**config.mk**
```make
export PLATFORM = sky130hd
export DESIGN_NAME = dtg_mult
export DESIGN_NICKNAME = d
export VERILOG_FILES = /design/src/hdl/dtg_mult.sv
export SDC_FILE = /design/constraint.sdc
export NUM_CORES = 2
export LEC_CHECK = 0
export ABC_AREA = 1
export BUFFER_PORTS_ARGS = -buffer_cell sky130_fd_sc_hd__buf_4
export CAP_MARGIN = 20
export CELL_PAD_IN_SITES_DETAIL_PLACEMENT = 1
export CELL_PAD_IN_SITES_GLOBAL_PLACEMENT = 1
export CORE_MARGIN = 2
export CORE_UTILIZATION = 30
export CTS_CLUSTER_SIZE = 24
export DETAILED_ROUTE_END_ITERATION = 16
export GPL_TIMING_DRIVEN = 0
export PLACE_DENSITY_LB_ADDON = 0.1
export SETUP_SLACK_MARGIN = 0.1
export SYNTH_ARGS = -nofsm -noshare
export SYNTH_HDL_FRONTEND = slang
export SYNTH_SLANG_ARGS = --single-unit
```
**constraint.sdc**
```tcl
create_clock -name aclk -period 10.9 [get_ports aclk]
set_input_delay 2.725 -clock aclk [delete_from_list [all_inputs] [get_ports aclk]]
set_output_delay 2.725 -clock aclk [all_outputs]
set_load 0.005 [all_outputs]
```
**src/hdl/dtg_mult.sv**
```systemverilog
// Shared signed multiplier with a registered product.
// Depends on nothing beyond its parameters.
module dtg_mult #(
    parameter int A_BITS = 40
) (
    input  logic                       aclk,
    input  logic signed [A_BITS-1:0]   op_a,
    input  logic signed [31:0]         op_b,
    output logic signed [A_BITS+31:0]  prod_reg
);

    always_ff @(posedge aclk) begin
        prod_reg <= op_a * op_b;
    end

endmodule

```
==> qor.csv <==
stage,metric,value,unit
yosys,"top cells by count, synth","inv_1, nand2_1, fa_1",
job,# Max-Cap Violations,0,
routing,DR WL/cell,26.9,um
worst_setup_path,CP endpoint kind,register,
yosys,ys flop type,dfxtp_1,
grt,global route overflow,0,
yosys,Mapped Cells,5946,
final_layout,Area Overhead vs Synth,9.79,%
yosys,sequential-to-total area share from yosys stat,3.04,%
place,Placed Area,51700,um2
timing,Final Max Tran Viols,0,
timing,setup violators final,0,
worst_hold_path,Hold Path Stages,3,
clock_network,Clock Pin Slew Worst Setup and Hold Paths,60,ps
timing,final setup margin,429,ps
yosys,"Cell Area, Synth",47500,um2
routing,Vias per Instance,4.71,
place,Routability Congestion,0.913,
clock_network,# hold bufs at CTS,0,
yosys,"area leader, netlist",fa_1,
grt,vias in the first global route,43600,
clock_network,CTS root buffer,clkbuf_16,
final_layout,final core utilization,33.2,%
routing,Detail Route Antenna Nets,0,
worst_setup_path,Slowest cell on crit path,fa_1,
floorplan,Die ar.,161000,um2
floorplan,Die Height,402,um
timing,fmax,95.5,MHz
floorplan,Core ar.,157000,um2
yosys,dominant cell by count in the synthesized netlist,inv_1,
clock_network,Bufs on Longest Clock Path,2,
routing,DR vias,38600,
routing,Residual DRC,0,
grt,global-route wire length before repair,319,mm
worst_setup_path,CP Cell Sequence,buf_4 -> clkbuf_2 -> nand2_1 -> inv_1 -> fa_1 -> fa_1 -> inv_1 -> fa_1 -> fa_1 -> fa_1 -> fa_1 -> fa_1 -> fa_1 -> inv_1 -> ha_1 -> nand2_1 -> nor2_1 -> nand2_1 -> nor2_1 -> nand2_1 -> inv_1 -> nand4_1 -> nand4_1 -> nand2_1,
worst_setup_path,Critical Path AT,10680,ps
final_layout,Finished Layout Cells,8189,
floorplan,# IOs,145,
routing,WL final,221,mm
timing,Worst-Margin Slew,1270,ps
grt,Total GRT Usage,28.0,%
yosys,yosys warns,0,
worst_hold_path,hold endpoint,prod_reg[0]$_DFF_P_,
worst_setup_path,critical path's most frequent cell,fa_1,
clock_network,CTS tree,built,
grt,antenna violations before repair,16,
floorplan,Std-Cell Rows,145,
yosys,Post-synth ARST share,0,%
yosys,share of the synthesized area in the top cell type,55.7,%
worst_hold_path,worst hold start,op_b[0],
final_layout,max reg flops,72,
yosys,syn_nets,7541,
yosys,top post-synthesis cells by area,"fa_1, inv_1, nand2_1",
worst_setup_path,CP max FO,10,
timing,Final Cycle Share,96.1,%
place,Cells after DPL,8165,
final_layout,share of layout cells above drive strength 1,3.66,%
worst_setup_path,"slowest stage delay, CP",750,ps
grt,largest net degree at the start of global routing,16,
place,dpl hpwl,198,mm
final_layout,final instance area,52100,um2
timing,Final Hold Fails,0,
yosys,"flops & latches, synth",72,
floorplan,Die Span X,402,um
worst_setup_path,Crit path required time,11110,ps
place,Buffers on Ports,113,
yosys,synthesized area per cell,7.98,um2
timing,Slew HR,15.4,%
clock_network,Num CTS Buffers,9,
routing,drt pass-1 iters,5,
worst_hold_path,HP Class,input pin to register,
worst_setup_path,crit path launch type,input pin,
final_layout,nets@finish,7717,
routing,First DRT Iteration DRCs,2503,
place,post-place setup slack,-737,ps
timing,RSZ-0062 raised after global routing,no,
yosys,number of synthesized flops with an enable pin,0,
clock_network,Clock Sinks,72,
yosys,Yosys cell types,34,
run_status,status,finished clean,
clock_network,H-Tree Depth,3,
worst_setup_path,critical path class,input pin to register,
floorplan,initial core utilization,30.3,%
timing,post-layout minimum cycle time,10470,ps
worst max-delay path: cells and delay by family:
| kind | cells | cell delay (ps) |
|---|---|---|
| fa+ha+maj | 9 | 5170 |
| buf+inv | 6 | 960 |
| simple gates | 9 | 1830 |
final cells by class:
class / instances / area, um2
Antenna cell: 4 / 10.0
Buffer: 248 / 943
Clock buffer: 9 / 225
Clock inverter: 7 / 103
Fill cell: 19100 / 105000
Inverter: 1881 / 7060
Multi-Input combinational cell: 3745 / 38000
Sequential cell: 72 / 1440
Tap cell: 2058 / 2570
Timing Repair Buffer: 165 / 1720
layout by cell type (no fill, tap or decap), types with 3 or more instances in the layout:
cell type,count
inv_1,1878
nand2_1,1699
fa_1,1321
clkbuf_1,236
nor2_1,202
ha_1,200
buf_4,114
a21oi_1,79
nand3_1,77
dfxtp_1,72
buf_8,42
o21ai_0,39
xor2_1,35
nand4_1,18
o21bai_1,13
clkbuf_2,10
nand2_2,10
clkbuf_16,9
or2_2,8
nor4_1,8
buf_16,8
xnor2_1,6
diode_2,4
nor3_1,4
o21a_1,4
nand3b_1,4
inv_2,3
kinds of logic (layout without fill, tap and decap cells):
family,Yosys count,count (layout),share of synthesized area [%]
buffers and inverters,2129,2310,16.8
AND/OR/NAND/NOR,2040,2040,16.7
adder cells (fa/ha/maj),1522,1522,61.0
AO/OA/AOI/OAI,142,142,1.62
flip-flops,72,72,3.04
XOR/XNOR,41,41,0.756
other,0,4,0
worst max path at each step:
stage / from / end
CTS: op_b[6] / prod_reg[70]$_DFF_P_
global route: op_b[16] / prod_reg[70]$_DFF_P_
floorplan: op_b[5] / prod_reg[68]$_DFF_P_
detailed placement: op_a[39] / prod_reg[70]$_DFF_P_
finish: op_a[39] / prod_reg[70]$_DFF_P_
global placement: op_b[11] / prod_reg[70]$_DFF_P_
per-layer routing:
| metal | share of wire (%) | vias to the layer above | routed length (um) | track usage (%) |
|---|---|---|---|---|
| met5 | 0.0036 | - | 8 | 0 |
| met4 | 2.8 | 2 | 6240 | 6.40 |
| met3 | 4.3 | 178 | 9590 | 1.93 |
| met2 | 51 | 919 | 112000 | 50.2 |
| met1 | 42 | 20800 | 93200 | 36.7 |
| li1 | - | 16600 | - | - |
through the flow:
stage          hold WS (ps)  TNS [ps]
2_1_floorplan          3010         0
3_3_place_gp           3110     -5450
3_5_place_dp           3110     -5740
4_1_cts                3060         0
5_1_grt                3080         0
6_report               3060         0
timing repair:
| item | 4_1_cts | 5_1_grt |
|---|---|---|
| pin swaps | 0 | 1 |
| endpoints found under the hold margin | 0 | 0 |
| endpoints found under the setup margin | 14 | 7 |
| gates resized for setup | 4 | 6 |
| setup buffers | 0 | 1 |
Power is left out: the tool's default activity adds up to more than one toggle a clock period on the data nets, which glitch-free logic cannot reach.
