**config.mk**
```make
export PLATFORM = sky130hd
export DESIGN_NAME = dtg_resmem
export DESIGN_NICKNAME = d
export VERILOG_FILES = /design/src/hdl/dtg_resmem.sv
export SDC_FILE = /design/constraint.sdc
export NUM_CORES = 1
export LEC_CHECK = 0
export BUFFER_PORTS_ARGS = -buffer_cell sky130_fd_sc_hd__buf_4
export CAP_MARGIN = 20
export CELL_PAD_IN_SITES_DETAIL_PLACEMENT = 1
export CELL_PAD_IN_SITES_GLOBAL_PLACEMENT = 1
export CORE_MARGIN = 2
export CORE_UTILIZATION = 25
export DETAILED_ROUTE_END_ITERATION = 16
export GPL_TIMING_DRIVEN = 0
export HOLD_SLACK_MARGIN = 0.05
export PLACE_DENSITY_LB_ADDON = 0.05
export SKIP_LAST_GASP = 1
export SLEW_MARGIN = 20
export SYNTH_ARGS = -nofsm -noshare
export SYNTH_HDL_FRONTEND = slang
export SYNTH_SLANG_ARGS = --single-unit
```
**constraint.sdc**
```tcl
create_clock -name aclk -period 22 [get_ports aclk]
set_input_delay 6.6 -clock aclk [delete_from_list [all_inputs] [get_ports aclk]]
set_output_delay 6.6 -clock aclk [all_outputs]
set_load 0.01 [all_outputs]
```
**src/hdl/dtg_resmem.sv**
```systemverilog
// Resonator state memory: one word of both delay taps per channel and tone.
// Per-entry valid bits make unwritten or cleared entries read as zero.
module dtg_resmem #(
    parameter int ACC_BITS = 40,
    parameter int AW       = 4
) (
    input  logic                       aclk,
    input  logic                       aresetn,
    input  logic                       rd_en,
    input  logic [AW-1:0]              rd_addr,
    output logic signed [ACC_BITS-1:0] rd_q1,
    output logic signed [ACC_BITS-1:0] rd_q2,
    input  logic                       wr_en,
    input  logic [AW-1:0]              wr_addr,
    input  logic signed [ACC_BITS-1:0] wr_q1,
    input  logic signed [ACC_BITS-1:0] wr_q2,
    input  logic                       clr_en,
    input  logic [AW-1:0]              clr_addr
);

    localparam int DEPTH = 1 << AW;

    logic [2*ACC_BITS-1:0] mem [DEPTH];
    logic [2*ACC_BITS-1:0] data_reg;
    logic [DEPTH-1:0]      vld_reg;
    logic                  hit_reg;

    always_ff @(posedge aclk) begin
        if (wr_en) begin
            mem[wr_addr] <= {wr_q1, wr_q2};
        end
        if (rd_en) begin
            data_reg <= mem[rd_addr];
        end
    end

    always_ff @(posedge aclk) begin
        if (!aresetn) begin
            vld_reg <= '0;
            hit_reg <= 1'b0;
        end else begin
            if (wr_en) begin
                vld_reg[wr_addr] <= 1'b1;
            end
            if (clr_en) begin
                vld_reg[clr_addr] <= 1'b0;
            end
            if (rd_en) begin
                hit_reg <= vld_reg[rd_addr];
            end
        end
    end

    assign rd_q1 = hit_reg ? data_reg[2*ACC_BITS-1:ACC_BITS] : '0;
    assign rd_q2 = hit_reg ? data_reg[ACC_BITS-1:0] : '0;

    a_wr_clr_apart: assert property (@(posedge aclk) disable iff (!aresetn)
        !(wr_en && clr_en))
        else $error("write and clear in the same cycle");

endmodule
```
==> impl_metrics.env, run 1 <==
export IMPL_cts_hold_buf=0
export IMPL_hp_class="reg2reg"
export IMPL_drive_above_1_share=0.412
export IMPL_power_uw=5840
export IMPL_syn_area_per_cell_um2=25.5
export IMPL_die_x_um=459
export IMPL_synth_cell_types=26
export IMPL_fmax_mhz=107
export IMPL_grt_max_degree=34
export IMPL_via_count=24100
export IMPL_ir_drop_uv=84.8
export IMPL_grt_pass1_wl_um=226000
export IMPL_final_cell_mix="1,360 x edfxtp_1, 402 x mux4_2, 343 x buf_4, 169 x clkbuf_16, 80 x and2_1"
export IMPL_grt_remaining_overflow=0
export IMPL_ant_nets=0
export IMPL_synthesis_nets=2129
export IMPL_arrival_ns=2.78
export IMPL_routed_via_density=4.42
export IMPL_finalSetupViolations=0
export IMPL_worstSetupEndpointType="output port"
export IMPL_maxSlewHeadroom=0.250
export IMPL_crit_path_max_incr_delay_ns=0.70
export IMPL_die_y_um=459
export IMPL_powerDensity_mw_per_mm2=91.1
export IMPL_antenna_found_initial=28
export IMPL_synthMuxAreaShare=0.176
export IMPL_path_depth=3
export IMPL_combPwrFrac=0.054
export IMPL_std_cell_rows=167
export IMPL_yosys_register_bits=1377
export IMPL_fin_skew_ns=0.0245
export IMPL_placeableCoreArea_mm2=0.206
export IMPL_status="finished, final reports clean"
export IMPL_period_share=0.426
export IMPL_synth_simple_area_share=0.0140
export IMPL_clk_latency_ns=0.79
export IMPL_cp_required_ns=15.40
export IMPL_root_buffer="clkbuf_16"
export IMPL_grt_total_usage=0.157
export IMPL_cts_tree="yes"
export IMPL_largest_reg_flops=1280
export IMPL_highest_layer="met5"
export IMPL_ys_seq_area_frac=0.795
export IMPL_cts_inserted_buffers=163
export IMPL_slew_violations=0
export IMPL_synth_area_mm2=0.0518
export IMPL_routedWlPerCell_um=30.2
export IMPL_post_route_util=0.311
export IMPL_port_buffers=172
export IMPL_first_pass_iters=5
export IMPL_met1Wirelength_um=68500
export IMPL_synth_compound_gate_area_share=0.00404
export IMPL_slowest_stage="clkbuf_1"
export IMPL_p_seq_frac=0.508
export IMPL_power_frac_clock=0.438
export IMPL_max_cap_viol_count=0
export IMPL_synth_xor_area_share=0
export IMPL_syn_inst=2032
export IMPL_cts_sinks=1377
export IMPL_dp_hpwl_um=112000
export IMPL_start_util=0.251
export IMPL_rr_worst_depth=2
export IMPL_post_route_min_period_ns=9.38
export IMPL_hold_depth=2
export IMPL_critPathBufInv=2
export IMPL_place_gp_congestion=0.683
export IMPL_path_clk_slew_ns=0.05
export IMPL_p_int_uw=4580
export IMPL_crit_chain="clkbuf_1, and2_1, buf_4"
export IMPL_post_synth_fa_ha_maj_area_fraction=0
export IMPL_cts_resized=0
export IMPL_dr_first_iter_drc_count=1869
export IMPL_net_switching_power_uw=1260
export IMPL_dieArea_mm2=0.211
export IMPL_final_common_cell="edfxtp_1"
export IMPL_ctsLongestPathBuffers=3
export IMPL_post_cts_repair_setup_buffers=0
export IMPL_finalHoldViolations=0
export IMPL_fillers=20400
export IMPL_ios=177
export IMPL_start_kind="register"
export IMPL_routed_wl_um=165000
export IMPL_wl_met2_um=86400
export IMPL_critPathTopFamily="buffers and inverters"
export IMPL_grt_setup_unrepaired="false"
export IMPL_synthToLayoutAreaGrowth_pct=23.9
export IMPL_cts_htree_levels=4
export IMPL_grt_pass1_vias=26900
export IMPL_tightestPinTransition_ns=1.13
export IMPL_synth_top_family_by_area="multiplexers"
export IMPL_drc=0
export IMPL_dr_wl_met3_um=6370
export IMPL_nNetsFinal=2730
export IMPL_path_class="reg2out"
export IMPL_p_leak_uw=0.0207
export IMPL_p_sw_frac=0.215
export IMPL_yosysWarnings=0
export IMPL_crit_fanout=10
cell type report:
type                    instances  area, um^2  area share
clock buffers                 208        4380      0.0682
multi-input cells             551       10100       0.158
diodes                          4        10.0    0.000156
plain buffers                 102         581     0.00905
well taps                    2704        3380      0.0527
repair buffers                436        3910      0.0610
inverters                       2        7.51    0.000117
flip-flops and latches       1377       41200       0.642
clock inverters                74         572     0.00891
synthesized netlist by cell type:
library cell  number  area, um^2
and2_1            80         500
nor2_1            11        41.3
a32oi_1            1        8.76
mux2i_1            4        40.0
o211ai_1           1        7.51
buf_2             14        70.1
nand2_1            7        26.3
clkbuf_1          49         184
o221a_2           14         158
a221oi_1           2        17.5
or2_2              1        6.26
buf_6             12         135
o211a_1            1        10.0
nor4_1             3        18.8
nand3b_1           4        30.0
nor3_1             8        40.0
nand2b_1           5        31.3
edfxtp_1        1360       40800
o31ai_1            1        7.51
mux4_2           402        9050
nor2b_1            1        6.26
nand3_1            5        25.0
buf_4             20         150
dfxtp_1           17         340
buf_1              7        26.3
inv_1              2        7.51
per-layer routing:
layer	track usage	vias to the layer above
met5	0	-
met4	0.0402	26
met3	0.0292	245
met2	0.281	470
met1	0.195	13300
li1	-	10100
stage by stage:
stage	setup slack (ns)	cells	cell area [um^2]	setup TNS (ns)	hold WS [ns]
2_1_floorplan	6.34	2032	51800	0	0.455
3_3_place_gp	-11.32	4908	56500	-4112.08	0.488
3_5_place_dp	12.15	5171	59200	0	0.505
4_1_cts	12.33	5453	64100	0	0.515
5_1_grt	12.43	5456	64100	0	0.540
6_report	12.62	5458	64100	0	0.508
worst reg2reg max path: cells and delay by family, from the launching register on:
kind,cells,cell delay (ns)
multiplexers,2,1.08
flip-flops,1,0.36
path summary, 6_finish.rpt:
| check | from | endpoint | slack, ns |
|---|---|---|---|
| max | hit_reg | rd_q2[13] | 12.62 |
| min | vld_reg[12] | vld_reg[12] | 0.51 |
| max reg2reg | mem[15][78] | data_reg[78] | 20.28 |
| min reg2reg | vld_reg[12] | vld_reg[12] | 0.51 |
power groups by stage:
stage          clock network (uW)  registers, uW  logic [uW]
2_1_floorplan                   0           3020         156
3_3_place_gp                    0           3040         304
3_5_place_dp                    0           3020         330
4_1_cts                      2640           2970         331
5_1_grt                      2730           2970         341
6_report                     2560           2970         316
cells by family after synthesis:
logic type,count (synthesis)
compound gates,20
simple gates,125
mux,406
flops,1377
buf+inv,104
(Power assumes the default switching activity.)
==> run 2: changes to the inputs <==
==> constraint.sdc (replaced) <==
create_clock -name aclk -period 7.6 [get_ports aclk]
set_input_delay 2.28 -clock aclk [delete_from_list [all_inputs] [get_ports aclk]]
set_output_delay 2.28 -clock aclk [all_outputs]
set_load 0.01 [all_outputs]
==> impl_metrics.env, run 2 (synthesis results as in run 1) <==
export IMPL_critPathTopFamily="buffers and inverters"
export IMPL_crit_fanout=10
export IMPL_grt_pass1_vias=26900
export IMPL_cts_inserted_buffers=163
export IMPL_cp_required_ns=5.32
export IMPL_grt_setup_unrepaired="false"
export IMPL_met1Wirelength_um=67600
export IMPL_via_count=24000
export IMPL_dieArea_mm2=0.211
export IMPL_post_route_min_period_ns=5.41
export IMPL_finalHoldViolations=0
export IMPL_wl_met2_um=85600
export IMPL_routed_via_density=4.42
export IMPL_nNetsFinal=2678
export IMPL_critPathBufInv=2
export IMPL_crit_chain="clkbuf_1, and2_1, buf_4"
export IMPL_routed_wl_um=162000
export IMPL_cts_tree="yes"
export IMPL_dr_wl_met3_um=5670
export IMPL_dp_hpwl_um=110000
export IMPL_grt_pass1_wl_um=223000
export IMPL_ir_drop_uv=229
export IMPL_dpl_cell_area_mm2=0.0592
export IMPL_first_pass_iters=5
export IMPL_fillers=20300
export IMPL_finalSetupViolations=0
export IMPL_p_leak_uw=0.0206
export IMPL_placeableCoreArea_mm2=0.206
export IMPL_worstSetupEndpointType="output port"
export IMPL_antenna_found_initial=29
export IMPL_rrSetupSlack_ns=5.85
export IMPL_final_cell_mix="1,360 x edfxtp_1, 402 x mux4_2, 290 x buf_4, 173 x clkbuf_16, 86 x clkbuf_1"
export IMPL_cts_hold_buf=0
export IMPL_ios=177
export IMPL_hold_start="vld_reg[12]"
export IMPL_cts_htree_levels=4
export IMPL_die_x_um=459
export IMPL_dr_first_iter_drc_count=1621
export IMPL_rr_worst_depth=2
export IMPL_largest_reg_flops=1280
export IMPL_routedWlPerCell_um=30.0
export IMPL_period_share=0.712
export IMPL_slew_violations=0
export IMPL_status="finished, final reports clean"
export IMPL_grt_total_usage=0.155
export IMPL_place_gp_congestion=0.685
export IMPL_die_y_um=459
export IMPL_path_clk_slew_ns=0.06
export IMPL_grt_max_degree=44
export IMPL_drive_above_1_share=0.401
export IMPL_slowest_stage="dfxtp_1"
export IMPL_hold_depth=2
export IMPL_cts_resized=0
export IMPL_ant_nets=0
export IMPL_r2r_end="data_reg[78]"
export IMPL_clk_latency_ns=0.78
export IMPL_powerDensity_mw_per_mm2=265
export IMPL_r2r_start="mem[15][78]"
export IMPL_root_buffer="clkbuf_16"
export IMPL_highest_layer="met5"
export IMPL_min_to="vld_reg[12]"
export IMPL_cts_sinks=1377
export IMPL_max_cap_viol_count=0
export IMPL_maxSlewHeadroom=0.242
export IMPL_final_common_cell="edfxtp_1"
export IMPL_ctsLongestPathBuffers=3
export IMPL_hp_class="reg2reg"
export IMPL_power_uw=17000
export IMPL_path_class="reg2out"
export IMPL_std_cell_rows=167
export IMPL_drc=0
export IMPL_fmax_mhz=185
export IMPL_post_cts_repair_setup_buffers=0
export IMPL_fin_skew_ns=0.0154
export IMPL_synthToLayoutAreaGrowth_pct=24.3
export IMPL_grt_remaining_overflow=0
export IMPL_crit_path_max_incr_delay_ns=0.92
export IMPL_arrival_ns=3.13
export IMPL_tightestPinTransition_ns=1.14
export IMPL_port_buffers=172
export IMPL_start_util=0.251
export IMPL_fin_area_mm2=0.0644
export IMPL_start_kind="register"
run 2: cell types whose count changed in the layout (fill, tap and decap cells not counted), sizes merged:
cell      before  now
buf          489  436
diode          4    3
clkinv        59   64
clkbuf       257  267
bufinv         9   10
clkinvlp       2    1
inv            6    4
run 2: routing by layer:
metal | vias up | track usage
li1 | 9965 | -
met1 | 13300 | 0.193
met2 | 466 | 0.278
met3 | 217 | 0.0267
met4 | 18 | 0.0374
met5 | - | 0
run 2: report_power, final:
group	switching (uW)	leakage (uW)	internal (uW)
Clock	3060	0.00250	4460
Sequential	47.0	0.0125	8550
Combinational	522	0.00560	396
run 2: worst max-delay path by stage:
stage,from,end,cells after the start
floorplan,wr_addr[0],vld_reg[4],3
global placement,wr_addr[0],vld_reg[2],4
detailed placement,rd_addr[1],data_reg[53],5
CTS,hit_reg,rd_q1[6],3
global route,hit_reg,rd_q2[33],3
finish,hit_reg,rd_q2[38],3
run 2: stage by stage:
step                TNS [ns]  std cells  setup WS [ns]   util  hold slack (ns)
floorplan            -531.91       2032          -1.36      -            0.455
global placement           -       4908         -13.33  0.274            0.481
detailed placement         0       5119           2.15  0.287            0.495
CTS                        0       5413           1.90  0.312            0.503
global route               0       5416           1.97  0.312            0.519
finish                     0       5417           2.19  0.312            0.502
run 2: worst register-to-register path: stages (launching register included):
cell	delay (ns)
edfxtp_1	0.36
mux4_2	0.49
mux4_2	0.59
run 2: final cells by class:
type | count | area (um^2) | share of cell area
Antenna cell | 3 | 7.51 | 0.000117
Buffer | 102 | 578 | 0.00898
Clock buffer | 217 | 4490 | 0.0698
Clock inverter | 77 | 602 | 0.00935
Inverter | 2 | 7.51 | 0.000117
Multi-Input combinational cell | 551 | 10200 | 0.158
Sequential cell | 1377 | 41200 | 0.640
Tap cell | 2704 | 3380 | 0.0526
Timing Repair Buffer | 384 | 3940 | 0.0612
